[src/rtl/ycc_mtx_pkg.sv]
package ycc_mtx_pkg;

    // Field and datapath widths
    localparam int SAMPLE_W  = 16;
    localparam int COEF_W    = 18;
    localparam int NUM_COEF  = 3;
    localparam int ROW_W     = COEF_W * NUM_COEF;
    localparam int OP_W      = 18;
    localparam int PROD_W    = COEF_W + OP_W;
    localparam int ACC_W     = 40;
    localparam int NUM_LANES = 4;
    localparam int CFG_IDX_W = 2;

    // Output lanes, in result field order
    localparam int LANE_CB = 0;
    localparam int LANE_LA = 1;
    localparam int LANE_CR = 2;
    localparam int LANE_LB = 3;

    // Coefficient slots within a row
    localparam int COEF_Y = 0;
    localparam int COEF_U = 1;
    localparam int COEF_V = 2;

    // Sample offsets and limits
    localparam logic [SAMPLE_W-1:0] CHROMA_OFS_8  = 16'd128;
    localparam logic [SAMPLE_W-1:0] LUMA_OFS_8    = 16'd16;
    localparam logic [SAMPLE_W-1:0] CHROMA_OFS_16 = 16'd32768;
    localparam logic [SAMPLE_W-1:0] LUMA_OFS_16   = 16'd4096;
    localparam logic [SAMPLE_W-1:0] MAX_8         = 16'd255;
    localparam logic [SAMPLE_W-1:0] MAX_16        = 16'hFFFF;
    localparam logic [SAMPLE_W-1:0] ALPHA_OPAQUE  = 16'hFFFF;

    // Register reset values (unit diagonal)
    localparam logic [ROW_W-1:0] LUMA_ROW_RST = 54'd16384;
    localparam logic [ROW_W-1:0] CB_ROW_RST   = 54'd4294967296;
    localparam logic [ROW_W-1:0] CR_ROW_RST   = 54'd1125899906842624;

    typedef enum logic
    {
        MODE_UYVY = 1'b0,
        MODE_Y416 = 1'b1
    } pixel_mode_t;

    typedef enum logic [CFG_IDX_W-1:0]
    {
        REG_PIXEL_MODE = 2'd0,
        REG_LUMA_ROW   = 2'd1,
        REG_CB_ROW     = 2'd2,
        REG_CR_ROW     = 2'd3
    } cfg_reg_t;

    typedef struct packed
    {
        pixel_mode_t      mode;
        logic [ROW_W-1:0] luma_row;
        logic [ROW_W-1:0] cb_row;
        logic [ROW_W-1:0] cr_row;
    } cfg_t;

    typedef struct packed
    {
        logic [SAMPLE_W-1:0] cb;
        logic [SAMPLE_W-1:0] luma_a;
        logic [SAMPLE_W-1:0] cr;
        logic [SAMPLE_W-1:0] luma_b;
    } sample_t;

    typedef logic signed [PROD_W-1:0] prod_t;
    typedef prod_t prod_arr_t [NUM_LANES][NUM_COEF];

endpackage

[src/rtl/ycc_mtx_sat.sv]
module ycc_mtx_sat
#(
    parameter int COEF_FRAC_BITS = 14
)
(
    input  logic                      clk,
    input  logic                      en,
    input  ycc_mtx_pkg::prod_arr_t    prod,
    input  ycc_mtx_pkg::cfg_t         cfg,
    output ycc_mtx_pkg::sample_t      res_reg
);

    localparam int ACC_W    = ycc_mtx_pkg::ACC_W;
    localparam int SAMPLE_W = ycc_mtx_pkg::SAMPLE_W;

    logic                       mode8;
    logic                       wide;
    logic [SAMPLE_W-1:0]        ofs;
    logic signed [ACC_W-1:0]    ofs_term;
    logic signed [ACC_W-1:0]    acc;
    logic [ACC_W-1:0]           shr;
    logic [ACC_W-1:0]           maxv;
    logic [SAMPLE_W-1:0]        lane_res [ycc_mtx_pkg::NUM_LANES];
    ycc_mtx_pkg::sample_t       res_next;

    // Sum, add offset back, floor and clamp per lane
    always_comb
    begin
        mode8 = (cfg.mode == ycc_mtx_pkg::MODE_UYVY);
        maxv  = mode8 ? ACC_W'(ycc_mtx_pkg::MAX_8) : ACC_W'(ycc_mtx_pkg::MAX_16);
        for (int l = 0; l < ycc_mtx_pkg::NUM_LANES; l++)
        begin
            if (l == ycc_mtx_pkg::LANE_CB || l == ycc_mtx_pkg::LANE_CR)
            begin
                ofs = mode8 ? ycc_mtx_pkg::CHROMA_OFS_8 : ycc_mtx_pkg::CHROMA_OFS_16;
                wide = mode8;
            end
            else
            begin
                ofs = mode8 ? ycc_mtx_pkg::LUMA_OFS_8 : ycc_mtx_pkg::LUMA_OFS_16;
                wide = 1'b0;
            end
            ofs_term = wide ? $signed(ACC_W'(ofs) << (COEF_FRAC_BITS + 1))
                            : $signed(ACC_W'(ofs) << COEF_FRAC_BITS);
            acc = ACC_W'(prod[l][ycc_mtx_pkg::COEF_Y])
                + ACC_W'(prod[l][ycc_mtx_pkg::COEF_U])
                + ACC_W'(prod[l][ycc_mtx_pkg::COEF_V])
                + ofs_term;
            shr = wide ? (ACC_W'(acc) >> (COEF_FRAC_BITS + 1))
                       : (ACC_W'(acc) >> COEF_FRAC_BITS);
            if (acc[ACC_W-1])
            begin
                lane_res[l] = '0;
            end
            else if (shr > maxv)
            begin
                lane_res[l] = maxv[SAMPLE_W-1:0];
            end
            else
            begin
                lane_res[l] = shr[SAMPLE_W-1:0];
            end
        end
        res_next.cb     = lane_res[ycc_mtx_pkg::LANE_CB];
        res_next.luma_a = lane_res[ycc_mtx_pkg::LANE_LA];
        res_next.cr     = lane_res[ycc_mtx_pkg::LANE_CR];
        // Y416 alpha is forced opaque
        res_next.luma_b = mode8 ? lane_res[ycc_mtx_pkg::LANE_LB]
                                : ycc_mtx_pkg::ALPHA_OPAQUE;
    end

    always_ff @(posedge clk)
    begin
        if (en)
        begin
            res_reg <= res_next;
        end
    end

endmodule

[config.mk]
export PLATFORM = sky130hd
export DESIGN_NAME = ycc_mtx_sat
export DESIGN_NICKNAME = d
export VERILOG_FILES = /design/src/rtl/ycc_mtx_pkg.sv /design/src/rtl/ycc_mtx_sat.sv
export SDC_FILE = /design/constraint.sdc
export NUM_CORES = 1
export LEC_CHECK = 0
export BUFFER_PORTS_ARGS = -buffer_cell sky130_fd_sc_hd__buf_4
export CORE_AREA = 2 2 258 260
export CTS_CLUSTER_DIAMETER = 120
export DETAILED_ROUTE_END_ITERATION = 12
export DIE_AREA = 0 0 260 262
export SETUP_SLACK_MARGIN = 0.1
export SLEW_MARGIN = 20
export SYNTH_ARGS = -nofsm -noshare
export SYNTH_HDL_FRONTEND = slang
export SYNTH_SLANG_ARGS = --single-unit
export TNS_END_PERCENT = 5
[constraint.sdc]
create_clock -name clk -period 17.1 [get_ports clk]
set_clock_uncertainty 0.15 [all_clocks]
set_input_delay 5.13 -clock clk [delete_from_list [all_inputs] [get_ports clk]]
set_output_delay 5.13 -clock clk [all_outputs]
set_load 0.005 [all_outputs]
==> results.md <==
* Multi-input logic area at between 10000 and 15000 um^2
* Port bufs at roughly 500
* CTS max path bufs at 2
* Die ar. at about 68000 um^2
* Clock root cell: clkbuf_16
* Mapped Area at between 15000 and 20000 um^2
* PwrDens at between 80 and 90 nW/um^2
* Synth Instances at roughly 1700
* Setup crit end kind: flop
* Die W at roughly 260 um
* Number of distinct library cells after synthesis at 112
* First-pass GRT wire length at 85.40 mm
* Sequential area share after synthesis at roughly 12%
* TritonCTS clock tree: done
* Post-cts resize count at 0
* YS warnings at 0
* Die H at about 260 um
* Layout Nets at about 3100
* Initial Util at between 20% and 30%
* Worst Hold Slack at approximately 5300 ps
* Routability congestion estimate at about 0.88
* Worst EP required at 17000 ps
* Leading cell types in the layout, fill and taps excluded: 501 x buf_4, 262 x ha_1, 146 x fa_1, 138 x a21oi_1, 109 x inv_1
* Largest cells by area after synthesis: ha_1 21%, fa_1 19%, edfxtp_1 12%
* Cell taking the most area after synthesis: ha_1
* Critical Path Most Common Cell: ha_1
* Endpoints failing setup at 0
* Hold Path Class: input port to flop
* FP Rows at 94
* Total CTS buffers at 9
* Largest net degree at the start of global routing at 65
* N_diodes at 0
* Max incr delay on CP at about 550 ps
* Via count of the routed design at between 10000 and 15000
* Setup TNS at 0 ps
* Crit path max fanout at 16
* Tcrit/Tclk final at 68.05%
* Area grow syn2layout at 31.31%
* Share of flip-flops with an asynchronous set or reset at 0%
* Arrival @ worst endpoint at approximately 12000 ps
* Setup crit start kind: input port
* Initial antenna violation count at 7
* Total Routed Length at approximately 57 mm
* Minimum clock period at about 12000 ps
* Grt total ovfl at 0
* Synthesis-stage register bit count at 64
* Detailed placement HPWL at ~51 mm
* CP Buf/Inv Count at 3
* Post-synth EDFFs at 64
* Main flop type after synthesis: edfxtp_1
* Hold buffers post-CTS at 0
* Total track usage at between 15 and 20%
* Top cell family by delay on the critical path: compound AO/OA/AOI/OAI gates
* Clk slew on worst S/H paths at 60 ps
* Drt first-iter violations at 695
* I/O pins at ~660
* Via density at about 4.9
* Fillers at 6824
* Sequential Area at a little under 2000 um^2
* Fmax achieved at around 86 MHz
* Layout cells sized above 1 at 27.46%
* Largest register FFs at 64
* Kind of critical path: input port to flop
* Least-Margin Pin Slew at between 1000 and 1500 ps
* Top cell type's share of synthesized area at 20.99%
* LEAKAGE at about 0.0097 uW
* Final count of pins violating max slew at 0
* Clock H-tree levels at 3
* Vias in the first global route at 14920
* RSZ-0062 raised after global routing: false
* Commonest non-fill, non-tap cell in the layout: buf_4
* Hold EP: res_reg[16]
* Pre-antenna DRT Iters at 5
* Worst Hold Path Cells at 1
* Mean Syn Cell Area at 9.348 um^2
* Worst IR Drop VDD at between 0.00004 and 0.00005 V
* Max Cap Viol at 0
* Relative slew slack at about 30%
* DRC viols at 0
* Hold path startpoint: en
* Core area at 65280 um^2
* Per-cell routed wire length at 19.08 um
* Final hold viol count at 0
* Outcome: completed
* Antenna Nets Post-Route at 0
* Setup bufs post-CTS at 0
* Clk sinks at 64
* Syn nets at about 2700
* CP max stage cell: fa_1
==> power breakdown <==
group / total (uW) / internal [uW] / switching, uW
sequential: 222 / 212 / 10.4
combinational: 1350 / 577 / 772
clock: 171 / 96.2 / 74.5
==> routing by layer <==
layer | vias up | global-route usage [%] | wire, um
met3 | 64 | 4.292 | 4085
met1 | 7035 | 23.08 | 27220
li1 | 7231 | - | -
met2 | 473 | 25.01 | 24950
met4 | 14 | 3.608 | 977
met5 | - | 0 | 86
==> synthesized netlist by cell type (5+ instances only) <==
master	count
buf_2	10
a31oi_1	21
a211o_1	10
nand3_1	32
and3_1	22
o211ai_1	19
o21ai_1	9
a21oi_2	8
ha_1	262
nand2_1	80
mux2_2	8
a2111oi_0	7
a41o_1	8
or3_1	10
and2_1	16
a21o_1	84
nor2b_1	13
fa_1	146
and4_1	9
nand4_1	41
o211a_1	5
xor2_1	28
nand2b_1	9
o2111ai_1	6
nor2_1	89
o31ai_1	5
o21bai_1	17
a31o_2	5
a21boi_0	9
clkbuf_1	31
or2_2	6
a41oi_1	5
nor4b_1	5
nor4_1	9
nor3_1	42
xnor2_1	41
a221o_1	5
o21a_1	35
o22ai_1	7
o21ai_0	56
inv_1	110
a21oi_1	138
a211oi_1	14
edfxtp_1	64
mux2i_1	9
==> worst max-delay path by stage <==
stage | startpoint | endpoint | slack, ps | depth (start not counted)
global placement | prod[9] | res_reg[2] | 5080 | 28
CTS | prod[9] | res_reg[3] | 5430 | 28
floorplan | cfg[162] | res_reg[45] | 5470 | 27
finish | prod[9] | res_reg[3] | 5460 | 28
detailed placement | prod[9] | res_reg[3] | 5050 | 28
global route | prod[9] | res_reg[2] | 4940 | 28
==> cell families after synthesis <==
group | Yosys count | share of synthesized area (%)
compound gates | 534 | 24.15
xor+xnor | 70 | 3.973
fa+ha+maj | 408 | 39.70
buf+inv | 157 | 4.021
flops | 64 | 12.30
mux | 20 | 1.418
simple gates | 418 | 14.43
==> stage by stage <==
step                util, %  cells  cell area, um^2  total power, uW  setup slack [ps]
floorplan                 -   1671            15620             1137              5468
global placement      31.02   2989            20250             1551              5076
detailed placement    31.02   2989            20250             1568              5054
CTS                   31.42   3005            20510             1756              5431
global route          31.42   3005            20510             1917              4940
finish                31.42   3005            20510             1742              5464
==> cell type report <==
cell class,count,share of cell area [%]
multi-input cells,1450,63.72
repair buffers,501,18.34
flip-flops and latches,64,9.370
well taps,864,5.271
inverters,110,2.013
clock buffers,9,1.098
clock inverters,7,0.1891
Power figures use the tool's default switching activity.
