--- src/rtl/ycc_mtx_pkg.sv ---
package ycc_mtx_pkg;

    // Field and datapath widths
    localparam int SAMPLE_W  = 16;
    localparam int COEF_W    = 18;
    localparam int NUM_COEF  = 3;
    localparam int ROW_W     = COEF_W * NUM_COEF;
    localparam int OP_W      = 18;
    localparam int PROD_W    = COEF_W + OP_W;
    localparam int ACC_W     = 40;
    localparam int NUM_LANES = 4;
    localparam int CFG_IDX_W = 2;

    // Output lanes, in result field order
    localparam int LANE_CB = 0;
    localparam int LANE_LA = 1;
    localparam int LANE_CR = 2;
    localparam int LANE_LB = 3;

    // Coefficient slots within a row
    localparam int COEF_Y = 0;
    localparam int COEF_U = 1;
    localparam int COEF_V = 2;

    // Sample offsets and limits
    localparam logic [SAMPLE_W-1:0] CHROMA_OFS_8  = 16'd128;
    localparam logic [SAMPLE_W-1:0] LUMA_OFS_8    = 16'd16;
    localparam logic [SAMPLE_W-1:0] CHROMA_OFS_16 = 16'd32768;
    localparam logic [SAMPLE_W-1:0] LUMA_OFS_16   = 16'd4096;
    localparam logic [SAMPLE_W-1:0] MAX_8         = 16'd255;
    localparam logic [SAMPLE_W-1:0] MAX_16        = 16'hFFFF;
    localparam logic [SAMPLE_W-1:0] ALPHA_OPAQUE  = 16'hFFFF;

    // Register reset values (unit diagonal)
    localparam logic [ROW_W-1:0] LUMA_ROW_RST = 54'd16384;
    localparam logic [ROW_W-1:0] CB_ROW_RST   = 54'd4294967296;
    localparam logic [ROW_W-1:0] CR_ROW_RST   = 54'd1125899906842624;

    typedef enum logic
    {
        MODE_UYVY = 1'b0,
        MODE_Y416 = 1'b1
    } pixel_mode_t;

    typedef enum logic [CFG_IDX_W-1:0]
    {
        REG_PIXEL_MODE = 2'd0,
        REG_LUMA_ROW   = 2'd1,
        REG_CB_ROW     = 2'd2,
        REG_CR_ROW     = 2'd3
    } cfg_reg_t;

    typedef struct packed
    {
        pixel_mode_t      mode;
        logic [ROW_W-1:0] luma_row;
        logic [ROW_W-1:0] cb_row;
        logic [ROW_W-1:0] cr_row;
    } cfg_t;

    typedef struct packed
    {
        logic [SAMPLE_W-1:0] cb;
        logic [SAMPLE_W-1:0] luma_a;
        logic [SAMPLE_W-1:0] cr;
        logic [SAMPLE_W-1:0] luma_b;
    } sample_t;

    typedef logic signed [PROD_W-1:0] prod_t;
    typedef prod_t prod_arr_t [NUM_LANES][NUM_COEF];

endpackage

--- src/rtl/ycc_mtx_if.sv ---


// Register write channel
interface ycc_mtx_cfg_if;
    logic                              valid;
    logic                              ready;
    logic [ycc_mtx_pkg::CFG_IDX_W-1:0] index;
    logic [ycc_mtx_pkg::ROW_W-1:0]     data;

    modport source (output valid, index, data, input ready);
    modport sink   (input valid, index, data, output ready);
endinterface

--- src/rtl/ycc_mtx_cfg_regs.sv ---
module ycc_mtx_cfg_regs
(
    input  logic                clk,
    input  logic                rst_n,
    ycc_mtx_cfg_if.sink         cfg,
    output ycc_mtx_pkg::cfg_t   cfg_q
);

    ycc_mtx_pkg::cfg_t cfg_reg;

    // Writes are always taken
    assign cfg.ready = 1'b1;
    assign cfg_q     = cfg_reg;

    always_ff @(posedge clk or negedge rst_n)
    begin
        if (!rst_n)
        begin
            cfg_reg.mode     <= ycc_mtx_pkg::MODE_UYVY;
            cfg_reg.luma_row <= ycc_mtx_pkg::LUMA_ROW_RST;
            cfg_reg.cb_row   <= ycc_mtx_pkg::CB_ROW_RST;
            cfg_reg.cr_row   <= ycc_mtx_pkg::CR_ROW_RST;
        end
        else if (cfg.valid)
        begin
            unique case (ycc_mtx_pkg::cfg_reg_t'(cfg.index))
                ycc_mtx_pkg::REG_PIXEL_MODE:
                    cfg_reg.mode <= ycc_mtx_pkg::pixel_mode_t'(cfg.data[0]);
                ycc_mtx_pkg::REG_LUMA_ROW: cfg_reg.luma_row <= cfg.data;
                ycc_mtx_pkg::REG_CB_ROW:   cfg_reg.cb_row   <= cfg.data;
                ycc_mtx_pkg::REG_CR_ROW:   cfg_reg.cr_row   <= cfg.data;
                default: ;
            endcase
        end
    end

endmodule

--- src/flat_wrapper.sv ---
// flat-port wrapper written by rule: the top's interface ports become plain ports
module ycc_mtx_cfg_regs_flat 
  (clk, rst_n, cfg_q, cfg_valid, cfg_index, cfg_data, cfg_ready);
  ycc_mtx_cfg_if cfg_i ();
  input  logic clk;
  input  logic rst_n;
  output ycc_mtx_pkg::cfg_t cfg_q;
  input wire logic [$bits(cfg_i.valid)-1:0] cfg_valid;
  input wire logic [$bits(cfg_i.index)-1:0] cfg_index;
  input wire logic [$bits(cfg_i.data)-1:0] cfg_data;
  output wire logic [$bits(cfg_i.ready)-1:0] cfg_ready;
  assign cfg_i.valid = cfg_valid;
  assign cfg_i.index = cfg_index;
  assign cfg_i.data = cfg_data;
  assign cfg_ready = cfg_i.ready;
  ycc_mtx_cfg_regs u_core (.clk(clk), .rst_n(rst_n), .cfg(cfg_i), .cfg_q(cfg_q));
endmodule
--- config.mk ---
export PLATFORM = sky130hd
export DESIGN_NAME = ycc_mtx_cfg_regs_flat
export DESIGN_NICKNAME = d
export VERILOG_FILES = /design/src/rtl/ycc_mtx_pkg.sv /design/src/rtl/ycc_mtx_if.sv /design/src/rtl/ycc_mtx_cfg_regs.sv /design/src/flat_wrapper.sv
export SDC_FILE = /design/constraint.sdc
export NUM_CORES = 1
export LEC_CHECK = 0
export BUFFER_PORTS_ARGS = -buffer_cell sky130_fd_sc_hd__buf_2
export CORE_AREA = 4 4 117 119
export CTS_CLUSTER_SIZE = 16
export DETAILED_ROUTE_END_ITERATION = 10
export DIE_AREA = 0 0 121 123
export GPL_TIMING_DRIVEN = 0
export PLACE_DENSITY = 0.85
export SETUP_SLACK_MARGIN = 0.2
export SYNTH_ARGS = -nofsm -noshare
export SYNTH_HDL_FRONTEND = slang
export SYNTH_SLANG_ARGS = --single-unit
--- constraint.sdc ---
create_clock -name clk -period 1.7 [get_ports clk]
set_input_delay 0.085 -clock clk [delete_from_list [all_inputs] [get_ports clk]]
set_output_delay 0.085 -clock clk [all_outputs]
set_load 0.02 [all_outputs]
==> results of run 1 <==
## report_power, final
part           leakage (nW)  switching (W)  internal (W)
Clock                 0.292        0.00152       0.00243
Sequential             1.92       0.000386       0.00463
Combinational          2.00        0.00171       0.00126
## cells in the final DEF (no fill, tap or decap), types with 2 or more instances in the layout
cell type / synthesis / final
sky130_fd_sc_hd__mux2_2: 154 / 154
sky130_fd_sc_hd__clkinv_4: 0 / 2
sky130_fd_sc_hd__clkbuf_16: 0 / 17
sky130_fd_sc_hd__dfrtp_1: 160 / 160
sky130_fd_sc_hd__dlygate4sd3_1: 0 / 55
sky130_fd_sc_hd__clkbuf_8: 5 / 8
sky130_fd_sc_hd__clkinvlp_4: 0 / 4
sky130_fd_sc_hd__nand3b_1: 2 / 2
sky130_fd_sc_hd__buf_2: 0 / 220
sky130_fd_sc_hd__bufinv_16: 0 / 3
sky130_fd_sc_hd__dfstp_2: 3 / 3
sky130_fd_sc_hd__buf_6: 12 / 13
sky130_fd_sc_hd__mux2_4: 9 / 9
## through the flow
step	hold WS [ns]	cells	setup slack (ns)	utilization [%]
finish	0.0799	830	0.497	69.4
global route	0.0768	830	0.376	69.4
CTS	0.0538	830	0.466	69.4
detailed placement	0.194	743	0.453	60.1
global placement	0.340	742	-1.61	59.8
floorplan	-0.211	349	0.773	-
## cell type report
type	count	area, um2	area share [%]
timing repair buffer	277	1690	19.4
buffer	18	211	2.42
tap	172	215	2.47
multi-input combinational	168	1910	21.8
clock buffer	21	470	5.39
clock inverter	11	151	1.73
sequential	163	4080	46.8
## final timing paths
path / from / to
worst max-delay path: u_core.cfg_q[50] / cfg_q[50]
worst min-delay path: cfg_index[0] / u_core.cfg_q[162]
worst max register to register: u_core.cfg_q[156] / u_core.cfg_q[156]
worst min register to register: u_core.cfg_q[65] / u_core.cfg_q[65]
max in group asynchronous: rst_n / u_core.cfg_q[50]
min in group asynchronous: rst_n / u_core.cfg_q[84]
## logic make-up (layout without fill, tap and decap cells)
logic type,count (synthesis),count (layout)
and+or+nand+nor,4,4
buffers and inverters,18,327
muxes,163,163
DFF,163,163
other,1,1
## routing by layer
metal  up-vias  part of all wire (%)  global-route usage (%)
met5         -                     0                       0
met2       158                    52                    36.0
met3        35                   6.0                    5.40
met4         0                   3.4                    9.99
li1       1837                     -                       -
met1      2025                    39                    24.6
==> metrics.txt, run 1 <==
# TYPE chip_impl_metric gauge
chip_impl_metric{name="area_after_dpl",unit="mm2"} 0.00755
chip_impl_metric{name="cpPeakStageDelay",unit="ns"} 0.54
chip_impl_metric{name="finalWirelength",unit="um"} 15100
chip_impl_metric{name="max_clock_freq",unit="GHz"} 0.831
chip_impl_info{name="synth_most_common_cell",value="sky130_fd_sc_hd__dfrtp_1"} 1
chip_impl_metric{name="detail_placement_hpwl",unit="um"} 10200
chip_impl_metric{name="setup_tns",unit="ns"} 0
chip_impl_metric{name="synth-async-reset-ratio",unit="%"} 100
chip_impl_metric{name="firstDrtPassIters",unit=""} 4
chip_impl_metric{name="final-max-slew-violation-count",unit=""} 0
chip_impl_info{name="critical-path-slowest-cell",value="sky130_fd_sc_hd__dfstp_2"} 1
chip_impl_info{name="synth.top_cells.by_area",value="sky130_fd_sc_hd__dfrtp_1 (65%), sky130_fd_sc_hd__mux2_2 (28%), sky130_fd_sc_hd__mux2_4 (2.2%)"} 1
chip_impl_metric{name="yosysWarnings",unit=""} 0
chip_impl_metric{name="ir_drop",unit="uV"} 959
chip_impl_metric{name="synth_fa_ha_area_share",unit="%"} 0
chip_impl_metric{name="synthDominantCellAreaShare",unit="%"} 64.6
chip_impl_metric{name="cts_repair_resize_count",unit=""} 0
chip_impl_metric{name="clock_tree.htree_level_count",unit=""} 4
chip_impl_metric{name="finalHoldViolCount",unit=""} 0
chip_impl_metric{name="crit_fanout",unit=""} 2
chip_impl_metric{name="antenna_cells",unit=""} 0
chip_impl_metric{name="gr-total-overflow",unit=""} 0
chip_impl_metric{name="synth-simple-area-share",unit="%"} 0.525
chip_impl_metric{name="synth.cell_area",unit="mm2"} 0.00620
chip_impl_metric{name="post-route-min-period",unit="ns"} 1.20
chip_impl_metric{name="max-slew-margin-rel",unit="%"} 47.5
chip_impl_metric{name="die-area",unit="mm2"} 0.0149
chip_impl_metric{name="num_vias",unit=""} 4055
chip_impl_info{name="synth_top_family_by_area",value="multiplexers"} 1
chip_impl_info{name="status",value="finished clean"} 1
chip_impl_metric{name="port-buffer-count",unit=""} 221
chip_impl_metric{name="wire_per_inst",unit="um"} 18.2
chip_impl_metric{name="cp_num_cells",unit=""} 1
chip_impl_metric{name="final-setup-viol-count",unit=""} 0
chip_impl_metric{name="cts.sink_count",unit=""} 163
chip_impl_metric{name="maximum_root_to_sink_buffer_count",unit=""} 2
chip_impl_metric{name="die-width",unit="um"} 121
chip_impl_info{name="rsz_0062_raised_after_global_routing",value="false"} 1
chip_impl_metric{name="max-cap-violations",unit=""} 0
chip_impl_metric{name="cts_hold_buffers",unit=""} 55
chip_impl_metric{name="power_density",unit="mW/mm2"} 1370
chip_impl_metric{name="r2r.worst_path.cells",unit=""} 1
chip_impl_metric{name="critical_path.n_buffers_inverters",unit=""} 1
chip_impl_info{name="min-delay-path-class",value="in -> reg"} 1
chip_impl_metric{name="skew",unit="ns"} 0
chip_impl_metric{name="clkLatencyLatePin",unit="ns"} 0.41
chip_impl_info{name="worstSetupEndpointType",value="output pin"} 1
chip_impl_metric{name="grt_antenna_before_repair",unit=""} 0
chip_impl_info{name="netlist.top_cell.by_area",value="sky130_fd_sc_hd__dfrtp_1"} 1
chip_impl_info{name="start_kind",value="register"} 1
chip_impl_metric{name="largest_register_ff_count",unit=""} 163
chip_impl_metric{name="power.static_leakage",unit="nW"} 4.22
chip_impl_metric{name="ys_ff_latch",unit=""} 163
chip_impl_metric{name="floorplan.core_area",unit="mm2"} 0.0126
chip_impl_info{name="top_cells_by_instance_count_after_synthesis",value="sky130_fd_sc_hd__dfrtp_1 (160), sky130_fd_sc_hd__mux2_2 (154), sky130_fd_sc_hd__buf_6 (12)"} 1
chip_impl_info{name="cts_tree",value="yes"} 1
chip_impl_info{name="worstSetupPathType",value="reg -> out"} 1
chip_impl_metric{name="chipHeight",unit="um"} 123
chip_impl_metric{name="grt_first_pass_wirelength",unit="um"} 23900
chip_impl_metric{name="num_ports",unit=""} 223
chip_impl_metric{name="rows",unit=""} 41
chip_impl_metric{name="grt_start_max_net_pins",unit=""} 89
chip_impl_metric{name="route.antenna.remaining_nets",unit=""} 0
chip_impl_metric{name="via_count_of_the_first_global_routing_pass",unit=""} 4519
chip_impl_info{name="dominantRegCellSynth",value="sky130_fd_sc_hd__dfrtp_1"} 1
chip_impl_metric{name="worst_margin_slew",unit="ns"} 0.787
chip_impl_metric{name="flow.area_growth_from_synthesis",unit="%"} 40.8
chip_impl_metric{name="final_layout_size_suffix_gt1_share",unit="%"} 66.6
chip_impl_metric{name="routabilityCongestion",unit=""} 0.764
chip_impl_metric{name="ys_seq_area_share",unit="%"} 65.9
chip_impl_metric{name="tritoncts.num_buffers",unit=""} 17
chip_impl_metric{name="initial_core_util",unit="%"} 49.3
chip_impl_metric{name="timing.final.crit_share",unit="%"} 70.8
chip_impl_metric{name="nNetsFinal",unit=""} 704
chip_impl_metric{name="cp_data_arrival_time",unit="ns"} 1.12
chip_impl_metric{name="synth_enable_flop_cells",unit=""} 0
chip_impl_metric{name="postSynthNetCount",unit=""} 408
chip_impl_metric{name="viasPerCell",unit=""} 4.89
chip_impl_metric{name="clk_transition_reported_paths",unit="ns"} 0.06
chip_impl_metric{name="min_path_cells",unit=""} 3
chip_impl_metric{name="worst-endpoint-required",unit="ns"} 1.62
chip_impl_metric{name="post_synth.cell_area_avg",unit="um2"} 17.8
chip_impl_info{name="crit_path_cell_trace",value="buf_2"} 1
chip_impl_metric{name="post-route-cell-area",unit="mm2"} 0.00873
chip_impl_metric{name="dr.first_iter.drc_count",unit=""} 133
chip_impl_metric{name="post_synthesis_compound_gate_area_fraction",unit="%"} 0
chip_impl_metric{name="share_of_the_synthesized_netlist_area_taken_by_xor_and_xnor_gates",unit="%"} 0
chip_impl_metric{name="n_fill_cell",unit=""} 840
chip_impl_metric{name="r2r_slack",unit="ns"} 0.91
chip_impl_metric{name="postCtsSetupBuffers",unit=""} 0
chip_impl_metric{name="syn-instance-count",unit=""} 349
chip_impl_info{name="clock_tree.root_cell",value="sky130_fd_sc_hd__clkbuf_16"} 1
chip_impl_info{name="critical_path.top_delay_family",value="flip-flops"} 1
chip_impl_metric{name="synth_cell_types",unit=""} 11
chip_impl_metric{name="synth_mux_area_share",unit="%"} 30.2
chip_impl_metric{name="detail_route.drc_violations",unit=""} 0
chip_impl_metric{name="track_usage",unit="%"} 20.9
chip_impl_metric{name="design_power",unit="W"} 0.0119
Note: power is estimated with default switching activity, not from simulation.
==> run 2, diff against run 1 <==
--- a/config.mk
+++ b/config.mk
@@ -6,12 +6,12 @@
 export NUM_CORES = 1
 export LEC_CHECK = 0
 export BUFFER_PORTS_ARGS = -buffer_cell sky130_fd_sc_hd__buf_2
-export CORE_AREA = 4 4 117 119
+export CORE_AREA = 4 4 118 120
 export CTS_CLUSTER_SIZE = 16
 export DETAILED_ROUTE_END_ITERATION = 10
-export DIE_AREA = 0 0 121 123
+export DIE_AREA = 0 0 122 124
 export GPL_TIMING_DRIVEN = 0
-export PLACE_DENSITY = 0.85
+export PLACE_DENSITY = 0.84
 export SETUP_SLACK_MARGIN = 0.2
 export SYNTH_ARGS = -nofsm -noshare
 export SYNTH_HDL_FRONTEND = slang
==> constraint.sdc (replaced) <==
create_clock -name clk -period 1.2 [get_ports clk]
set_input_delay 0.06 -clock clk [delete_from_list [all_inputs] [get_ports clk]]
set_output_delay 0.06 -clock clk [all_outputs]
set_load 0.02 [all_outputs]
==> run 2 against run 1 <==
Net effect:
- the flow now finishes with violations (negative hold slack)
- die area increased by 1.6%
- first-iteration DRC count rose by 47%
- sequential share of layout area is 6.3 points lower
- combinational power grew 100%
- largest power group unchanged
- total power is 58% higher
- core utilization increased by 8.3 points
- count of clock-buffer cells in the layout grew 2
- sequential cell count unchanged
- routed wire length increased by 22%
- clock skew unchanged
==> metrics.txt, run 2 (synthesis results as in run 1) <==
# TYPE chip_impl_metric gauge
chip_impl_metric{name="cts_hold_buffers",unit=""} 54
chip_impl_metric{name="dr.first_iter.drc_count",unit=""} 195
chip_impl_info{name="rsz_0062_raised_after_global_routing",value="true"} 1
chip_impl_metric{name="r2r.worst_path.cells",unit=""} 2
chip_impl_metric{name="skew",unit="ns"} 0
chip_impl_metric{name="final-max-slew-violation-count",unit=""} 0
chip_impl_metric{name="final_cells",unit=""} 883
chip_impl_metric{name="grt_first_pass_wirelength",unit="um"} 27200
chip_impl_info{name="crit_path_cell_trace",value="buf_6"} 1
chip_impl_info{name="regToRegStartpoint",value="u_core.cfg_q[85]"} 1
chip_impl_info{name="start_kind",value="register"} 1
chip_impl_info{name="cts_tree",value="yes"} 1
chip_impl_metric{name="max-slew-margin-rel",unit="%"} 50.5
chip_impl_metric{name="cp_data_arrival_time",unit="ns"} 1.07
chip_impl_metric{name="timing.final.crit_share",unit="%"} 94.3
chip_impl_metric{name="power_density",unit="mW/mm2"} 1870
chip_impl_metric{name="detail_route.drc_violations",unit=""} 0
chip_impl_metric{name="routabilityCongestion",unit=""} 0.720
chip_impl_metric{name="post-place-ws",unit="ns"} -0.0285
chip_impl_metric{name="clock_tree.htree_level_count",unit=""} 4
chip_impl_metric{name="max-cap-violations",unit=""} 0
chip_impl_metric{name="critical_path.n_buffers_inverters",unit=""} 1
chip_impl_metric{name="grt_start_max_net_pins",unit=""} 85
chip_impl_metric{name="tritoncts.num_buffers",unit=""} 17
chip_impl_metric{name="viasPerCell",unit=""} 4.99
chip_impl_metric{name="worst_hold_slack",unit="ns"} -0.331
chip_impl_metric{name="place.detailed.instances",unit=""} 747
chip_impl_metric{name="flow.area_growth_from_synthesis",unit="%"} 62.8
chip_impl_info{name="layout_commonest_cell",value="sky130_fd_sc_hd__buf_6"} 1
chip_impl_metric{name="cpPeakStageDelay",unit="ns"} 0.55
chip_impl_metric{name="floorplan.core_area",unit="mm2"} 0.0130
chip_impl_metric{name="wire_per_inst",unit="um"} 20.7
chip_impl_metric{name="die-area",unit="mm2"} 0.0151
chip_impl_info{name="most-common-layout-cells",value="sky130_fd_sc_hd__buf_6 (176), sky130_fd_sc_hd__dfrtp_1 (160), sky130_fd_sc_hd__mux2_2 (154)"} 1
chip_impl_info{name="failed_checks",value="negative hold slack"} 1
chip_impl_metric{name="route.antenna.remaining_nets",unit=""} 0
chip_impl_metric{name="final-setup-viol-count",unit=""} 0
chip_impl_metric{name="antenna_cells",unit=""} 0
chip_impl_metric{name="finalWirelength",unit="um"} 18300
chip_impl_info{name="worstSetupEndpointType",value="output pin"} 1
chip_impl_metric{name="chipHeight",unit="um"} 124
chip_impl_metric{name="postLayoutCoreUtil",unit="%"} 77.8
chip_impl_info{name="critical_path.top_delay_family",value="flip-flops"} 1
chip_impl_metric{name="r2r_slack",unit="ns"} 0.24
chip_impl_metric{name="track_usage",unit="%"} 23.9
chip_impl_metric{name="port-buffer-count",unit=""} 221
chip_impl_metric{name="via_count_of_the_first_global_routing_pass",unit=""} 4954
chip_impl_metric{name="num_ports",unit=""} 223
chip_impl_metric{name="maximum_root_to_sink_buffer_count",unit=""} 2
chip_impl_metric{name="grt_antenna_before_repair",unit=""} 0
chip_impl_metric{name="gr-total-overflow",unit=""} 0
chip_impl_metric{name="die-width",unit="um"} 122
chip_impl_metric{name="nNetsFinal",unit=""} 753
chip_impl_metric{name="n_fill_cell",unit=""} 669
chip_impl_metric{name="detail_placement_hpwl",unit="um"} 10200
chip_impl_metric{name="largest_register_ff_count",unit=""} 163
chip_impl_metric{name="clk_transition_reported_paths",unit="ns"} 0.06
chip_impl_metric{name="num_vias",unit=""} 4405
chip_impl_metric{name="post-route-min-period",unit="ns"} 1.13
chip_impl_info{name="min-delay-path-class",value="in -> async"} 1
chip_impl_metric{name="crit_fanout",unit=""} 2
chip_impl_info{name="worstReg2RegEnd",value="u_core.cfg_q[85]"} 1
chip_impl_metric{name="finalHoldViolCount",unit=""} 78
chip_impl_metric{name="final_layout_size_suffix_gt1_share",unit="%"} 68.6
chip_impl_metric{name="initial_core_util",unit="%"} 47.8
chip_impl_metric{name="worst_margin_slew",unit="ns"} 0.743
chip_impl_info{name="status",value="finished with violations"} 1
chip_impl_metric{name="cts.sink_count",unit=""} 163
chip_impl_metric{name="worst-endpoint-required",unit="ns"} 1.14
chip_impl_metric{name="max_clock_freq",unit="GHz"} 0.883
chip_impl_info{name="clock_tree.root_cell",value="sky130_fd_sc_hd__clkbuf_16"} 1
chip_impl_metric{name="fin_ws",unit="ns"} 0.0681
chip_impl_metric{name="clkLatencyLatePin",unit="ns"} 0.40
chip_impl_metric{name="power.static_leakage",unit="nW"} 4.78
chip_impl_metric{name="firstDrtPassIters",unit=""} 4
chip_impl_info{name="worstSetupPathType",value="reg -> out"} 1
chip_impl_metric{name="rows",unit=""} 42
chip_impl_metric{name="ir_drop",unit="uV"} 1270
chip_impl_info{name="critical-path-slowest-cell",value="sky130_fd_sc_hd__dfstp_2"} 1
run 2: how the worst max path moves through the flow:
stage                           start                 to  slack (ns)  cells after the start
finish              u_core.cfg_q[122]         cfg_q[122]        0.07                      1
CTS                 u_core.cfg_q[122]         cfg_q[122]        0.04                      1
global placement                rst_n  u_core.cfg_q[117]       -2.07                      1
global route        u_core.cfg_q[122]         cfg_q[122]        0.03                      1
floorplan                cfg_index[1]  u_core.cfg_q[127]        0.30                      4
detailed placement       cfg_index[0]    u_core.cfg_q[1]       -0.03                      4
run 2: layout make-up:
cell class	instances	area (um2)	area share, %
flip-flops and latches	163	4080	40.5
plain buffers	18	211	2.10
multi-input cells	168	1910	18.9
repair buffers	326	3080	30.5
clock inverters	9	129	1.28
well taps	176	220	2.18
clock buffers	23	468	4.64
run 2: report_power, final:
group          switching [W]  internal (W)  leakage [nW]
Clock                0.00207       0.00338         0.287
Combinational        0.00266       0.00337          2.57
Sequential          0.000841       0.00657          1.92
Total                0.00558        0.0133          4.78
run 2: timing repair:
item	4_1_cts	5_1_grt
endpoints found under the setup margin	163	163
hold endpoints to repair	241	78
setup buffers	27	23
resized for setup	326	0
run 2: metal layers:
layer	vias up	GRT usage (%)	wire, um
li1	1936	-	-
met1	2238	25.3	6460
met2	190	43.6	10100
met3	41	7.72	1250
met4	0	10.3	536
met5	-	0	0
run 2: through the flow:
stage | area [um2] | power, W | TNS, ns
after global placement | 7530 | 0.0111 | -332.83
final | 10100 | 0.0189 | 0
after global routing | 10100 | 0.0196 | 0
after CTS | 9920 | 0.0186 | 0
after detailed placement | 7560 | 0.0113 | -0.408
after floorplan | 6200 | 0.00955 | 0
==> run 3, diff against run 2 <==
--- a/config.mk
+++ b/config.mk
@@ -6,12 +6,12 @@
 export NUM_CORES = 1
 export LEC_CHECK = 0
 export BUFFER_PORTS_ARGS = -buffer_cell sky130_fd_sc_hd__buf_2
-export CORE_AREA = 4 4 118 120
+export CORE_AREA = 4 4 123 125
 export CTS_CLUSTER_SIZE = 16
 export DETAILED_ROUTE_END_ITERATION = 10
-export DIE_AREA = 0 0 122 124
+export DIE_AREA = 0 0 127 129
 export GPL_TIMING_DRIVEN = 0
-export PLACE_DENSITY = 0.84
+export PLACE_DENSITY = 0.81
 export SETUP_SLACK_MARGIN = 0.2
 export SYNTH_ARGS = -nofsm -noshare
 export SYNTH_HDL_FRONTEND = slang
==> constraint.sdc (replaced) <==
create_clock -name clk -period 0.9 [get_ports clk]
set_input_delay 0.045 -clock clk [delete_from_list [all_inputs] [get_ports clk]]
set_output_delay 0.045 -clock clk [all_outputs]
set_load 0.02 [all_outputs]
==> run 3 against run 2 <==
Net effect:
- the run ends with negative hold slack, negative setup slack left
- total power rose by 44%
- combinational power rose by 63%
- global-route usage up 0.69 points
- non-clock buffer count increased by 36
- via count rose by 5.1%
- die area rose by 8.3%
- critical path depth did not move
- clock power is 30% higher
- worst hold slack improved by 0.0085 ns
- routed wire length up 18%
- sequential cell count stayed put
- largest cell class unchanged
- highest routed layer unchanged
==> metrics.txt, run 3 (synthesis results as in run 1) <==
# TYPE chip_impl_metric gauge
chip_impl_metric{name="initial_core_util",unit="%"} 44.7
chip_impl_metric{name="die-area",unit="mm2"} 0.0164
chip_impl_info{name="worstSetupPathType",value="reg -> out"} 1
chip_impl_info{name="crit_path_cell_trace",value="buf_6"} 1
chip_impl_metric{name="crit_fanout",unit=""} 2
chip_impl_metric{name="finalHoldViolCount",unit=""} 82
chip_impl_metric{name="clock_tree.htree_level_count",unit=""} 4
chip_impl_metric{name="power_density",unit="mW/mm2"} 2400
chip_impl_metric{name="timing.final.crit_share",unit="%"} 124
chip_impl_metric{name="final_cells",unit=""} 924
chip_impl_info{name="most-common-layout-cells",value="sky130_fd_sc_hd__buf_6 (240), sky130_fd_sc_hd__mux2_4 (157), sky130_fd_sc_hd__dfrtp_1 (102)"} 1
chip_impl_metric{name="num_ports",unit=""} 223
chip_impl_metric{name="route.antenna.remaining_nets",unit=""} 0
chip_impl_metric{name="track_usage",unit="%"} 24.6
chip_impl_metric{name="place.detailed.instances",unit=""} 751
chip_impl_metric{name="chipHeight",unit="um"} 129
chip_impl_metric{name="max-slew-margin-rel",unit="%"} 54.6
chip_impl_metric{name="fin_ws",unit="ns"} -0.220
chip_impl_metric{name="max_clock_freq",unit="GHz"} 0.893
chip_impl_metric{name="cpPeakStageDelay",unit="ns"} 0.54
chip_impl_info{name="layout_commonest_cell",value="sky130_fd_sc_hd__buf_6"} 1
chip_impl_metric{name="ir_drop",unit="uV"} 1340
chip_impl_metric{name="skew",unit="ns"} 0
chip_impl_metric{name="final-setup-viol-count",unit=""} 208
chip_impl_metric{name="dr.first_iter.drc_count",unit=""} 255
chip_impl_metric{name="r2r_slack",unit="ns"} -0.11
chip_impl_metric{name="worst_hold_slack",unit="ns"} -0.322
chip_impl_info{name="critical-path-slowest-cell",value="sky130_fd_sc_hd__dfstp_2"} 1
chip_impl_metric{name="gr-total-overflow",unit=""} 0
chip_impl_info{name="status",value="finished with violations"} 1
chip_impl_metric{name="grt_antenna_before_repair",unit=""} 1
chip_impl_metric{name="grt_first_pass_wirelength",unit="um"} 30500
chip_impl_metric{name="cts_hold_buffers",unit=""} 54
chip_impl_metric{name="postLayoutCoreUtil",unit="%"} 81.2
chip_impl_metric{name="cp_data_arrival_time",unit="ns"} 1.08
chip_impl_info{name="rsz_0062_raised_after_global_routing",value="true"} 1
chip_impl_metric{name="wire_per_inst",unit="um"} 23.4
chip_impl_info{name="startpoint",value="u_core.cfg_q[86]"} 1
chip_impl_metric{name="detail_placement_hpwl",unit="um"} 10800
chip_impl_metric{name="rows",unit=""} 43
chip_impl_metric{name="critical_path.n_buffers_inverters",unit=""} 1
chip_impl_metric{name="num_vias",unit=""} 4630
chip_impl_metric{name="design_power",unit="W"} 0.0271
chip_impl_metric{name="final_layout_size_suffix_gt1_share",unit="%"} 78.1
chip_impl_metric{name="detail_route.drc_violations",unit=""} 0
chip_impl_metric{name="port-buffer-count",unit=""} 221
chip_impl_metric{name="worst-endpoint-required",unit="ns"} 0.85
chip_impl_metric{name="routabilityCongestion",unit=""} 0.785
chip_impl_metric{name="r2r.worst_path.cells",unit=""} 3
chip_impl_metric{name="floorplan.core_area",unit="mm2"} 0.0139
chip_impl_info{name="min-delay-path-class",value="in -> async"} 1
chip_impl_metric{name="firstDrtPassIters",unit=""} 4
chip_impl_info{name="start_kind",value="register"} 1
chip_impl_info{name="worstSetupEndpointType",value="output pin"} 1
chip_impl_metric{name="clkLatencyLatePin",unit="ns"} 0.41
chip_impl_metric{name="final-max-slew-violation-count",unit=""} 0
chip_impl_metric{name="power.static_leakage",unit="nW"} 5.72
chip_impl_metric{name="post-route-min-period",unit="ns"} 1.12
chip_impl_metric{name="viasPerCell",unit=""} 5.01
chip_impl_metric{name="n_fill_cell",unit=""} 645
chip_impl_metric{name="die-width",unit="um"} 127
chip_impl_metric{name="worst_margin_slew",unit="ns"} 0.680
chip_impl_metric{name="clk_transition_reported_paths",unit="ns"} 0.06
chip_impl_metric{name="max-cap-violations",unit=""} 0
chip_impl_metric{name="tritoncts.num_buffers",unit=""} 17
chip_impl_info{name="clock_tree.root_cell",value="sky130_fd_sc_hd__clkbuf_16"} 1
chip_impl_info{name="worstReg2RegEnd",value="u_core.cfg_q[42]"} 1
chip_impl_info{name="failed_checks",value="negative hold slack, negative setup slack"} 1
chip_impl_metric{name="cts.sink_count",unit=""} 163
chip_impl_metric{name="flow.area_growth_from_synthesis",unit="%"} 81.8
chip_impl_info{name="regToRegStartpoint",value="u_core.cfg_q[42]"} 1
chip_impl_metric{name="maximum_root_to_sink_buffer_count",unit=""} 2
chip_impl_info{name="cts_tree",value="yes"} 1
chip_impl_metric{name="largest_register_ff_count",unit=""} 163
chip_impl_metric{name="via_count_of_the_first_global_routing_pass",unit=""} 5219
chip_impl_metric{name="grt_start_max_net_pins",unit=""} 85
chip_impl_info{name="critical_path.top_delay_family",value="flip-flops"} 1
chip_impl_metric{name="nNetsFinal",unit=""} 789
chip_impl_metric{name="finalWirelength",unit="um"} 21700
==> run 3: cell types whose count changed in the layout (fill, tap and decap cells not counted), moves of 5 or more <==
| cell | previous run | this run |
|---|---|---|
| sky130_fd_sc_hd__buf_8 | 0 | 5 |
| sky130_fd_sc_hd__dfrtp_1 | 160 | 102 |
| sky130_fd_sc_hd__buf_4 | 51 | 17 |
| sky130_fd_sc_hd__mux2_4 | 9 | 157 |
| sky130_fd_sc_hd__mux2_2 | 154 | 6 |
| sky130_fd_sc_hd__buf_6 | 176 | 240 |
| sky130_fd_sc_hd__dfrtp_2 | 0 | 58 |
==> run 3: through the flow <==
| step | TNS (ns) | hold WS (ns) | worst slack (ns) | area (um2) |
|---|---|---|---|---|
| global route | -24.97 | -0.290 | -0.255 | 11300 |
| detailed placement | -44.93 | 0.155 | -0.280 | 7870 |
| CTS | -18.54 | -0.302 | -0.237 | 10700 |
| floorplan | 0 | -0.251 | 0.0132 | 6510 |
| finish | -18.49 | -0.322 | -0.220 | 11300 |
| global placement | -438.48 | 0.301 | -2.70 | 7840 |
==> run 3: worst max path at each step <==
stage	end	slack, ns	cells after the start
floorplan	u_core.cfg_q[127]	0.01	4
global placement	u_core.cfg_q[26]	-2.70	1
detailed placement	u_core.cfg_q[156]	-0.28	5
CTS	cfg_q[50]	-0.24	1
global route	cfg_q[50]	-0.26	1
finish	cfg_q[86]	-0.22	1
==> run 3: worst reg2reg max path, cell delays in order (launching register included) <==
cell	delay (ns)
sky130_fd_sc_hd__dfrtp_2	0.42
sky130_fd_sc_hd__buf_6	0.12
sky130_fd_sc_hd__buf_6	0.10
sky130_fd_sc_hd__mux2_4	0.24
==> run 3: area by class of cell <==
cell class / instances / area [um2] / share of cell area (%)
Tap cell: 180 / 225 / 2.00
Clock inverter: 8 / 76.3 / 0.677
Buffer: 18 / 241 / 2.14
Sequential cell: 163 / 4160 / 36.9
Multi-Input combinational cell: 168 / 2470 / 21.9
Clock buffer: 24 / 492 / 4.36
Antenna cell: 1 / 2.50 / 0.0222
Timing Repair Buffer: 362 / 3610 / 32.0
==> run 3: per-layer routing <==
layer / routed length, um / track usage, %
met2: 12200 / 46.4
met3: 926 / 5.44
met4: 587 / 10.0
met5: 0 / 0
met1: 7940 / 26.5
==> run 3: what timing repair did <==
action,CTS,global route
buffers inserted,42,44
resized for setup,428,64
hold endpoints to repair,245,82
endpoints found under the setup margin,326,343
==> run 3: power by group <==
group,switching [W],internal (W),leakage (nW),total (W)
clock network,0.00296,0.00411,0.273,0.00706
logic,0.00391,0.00594,3.58,0.00985
registers,0.00134,0.00885,1.86,0.0102
total,0.00821,0.0189,5.72,0.0271
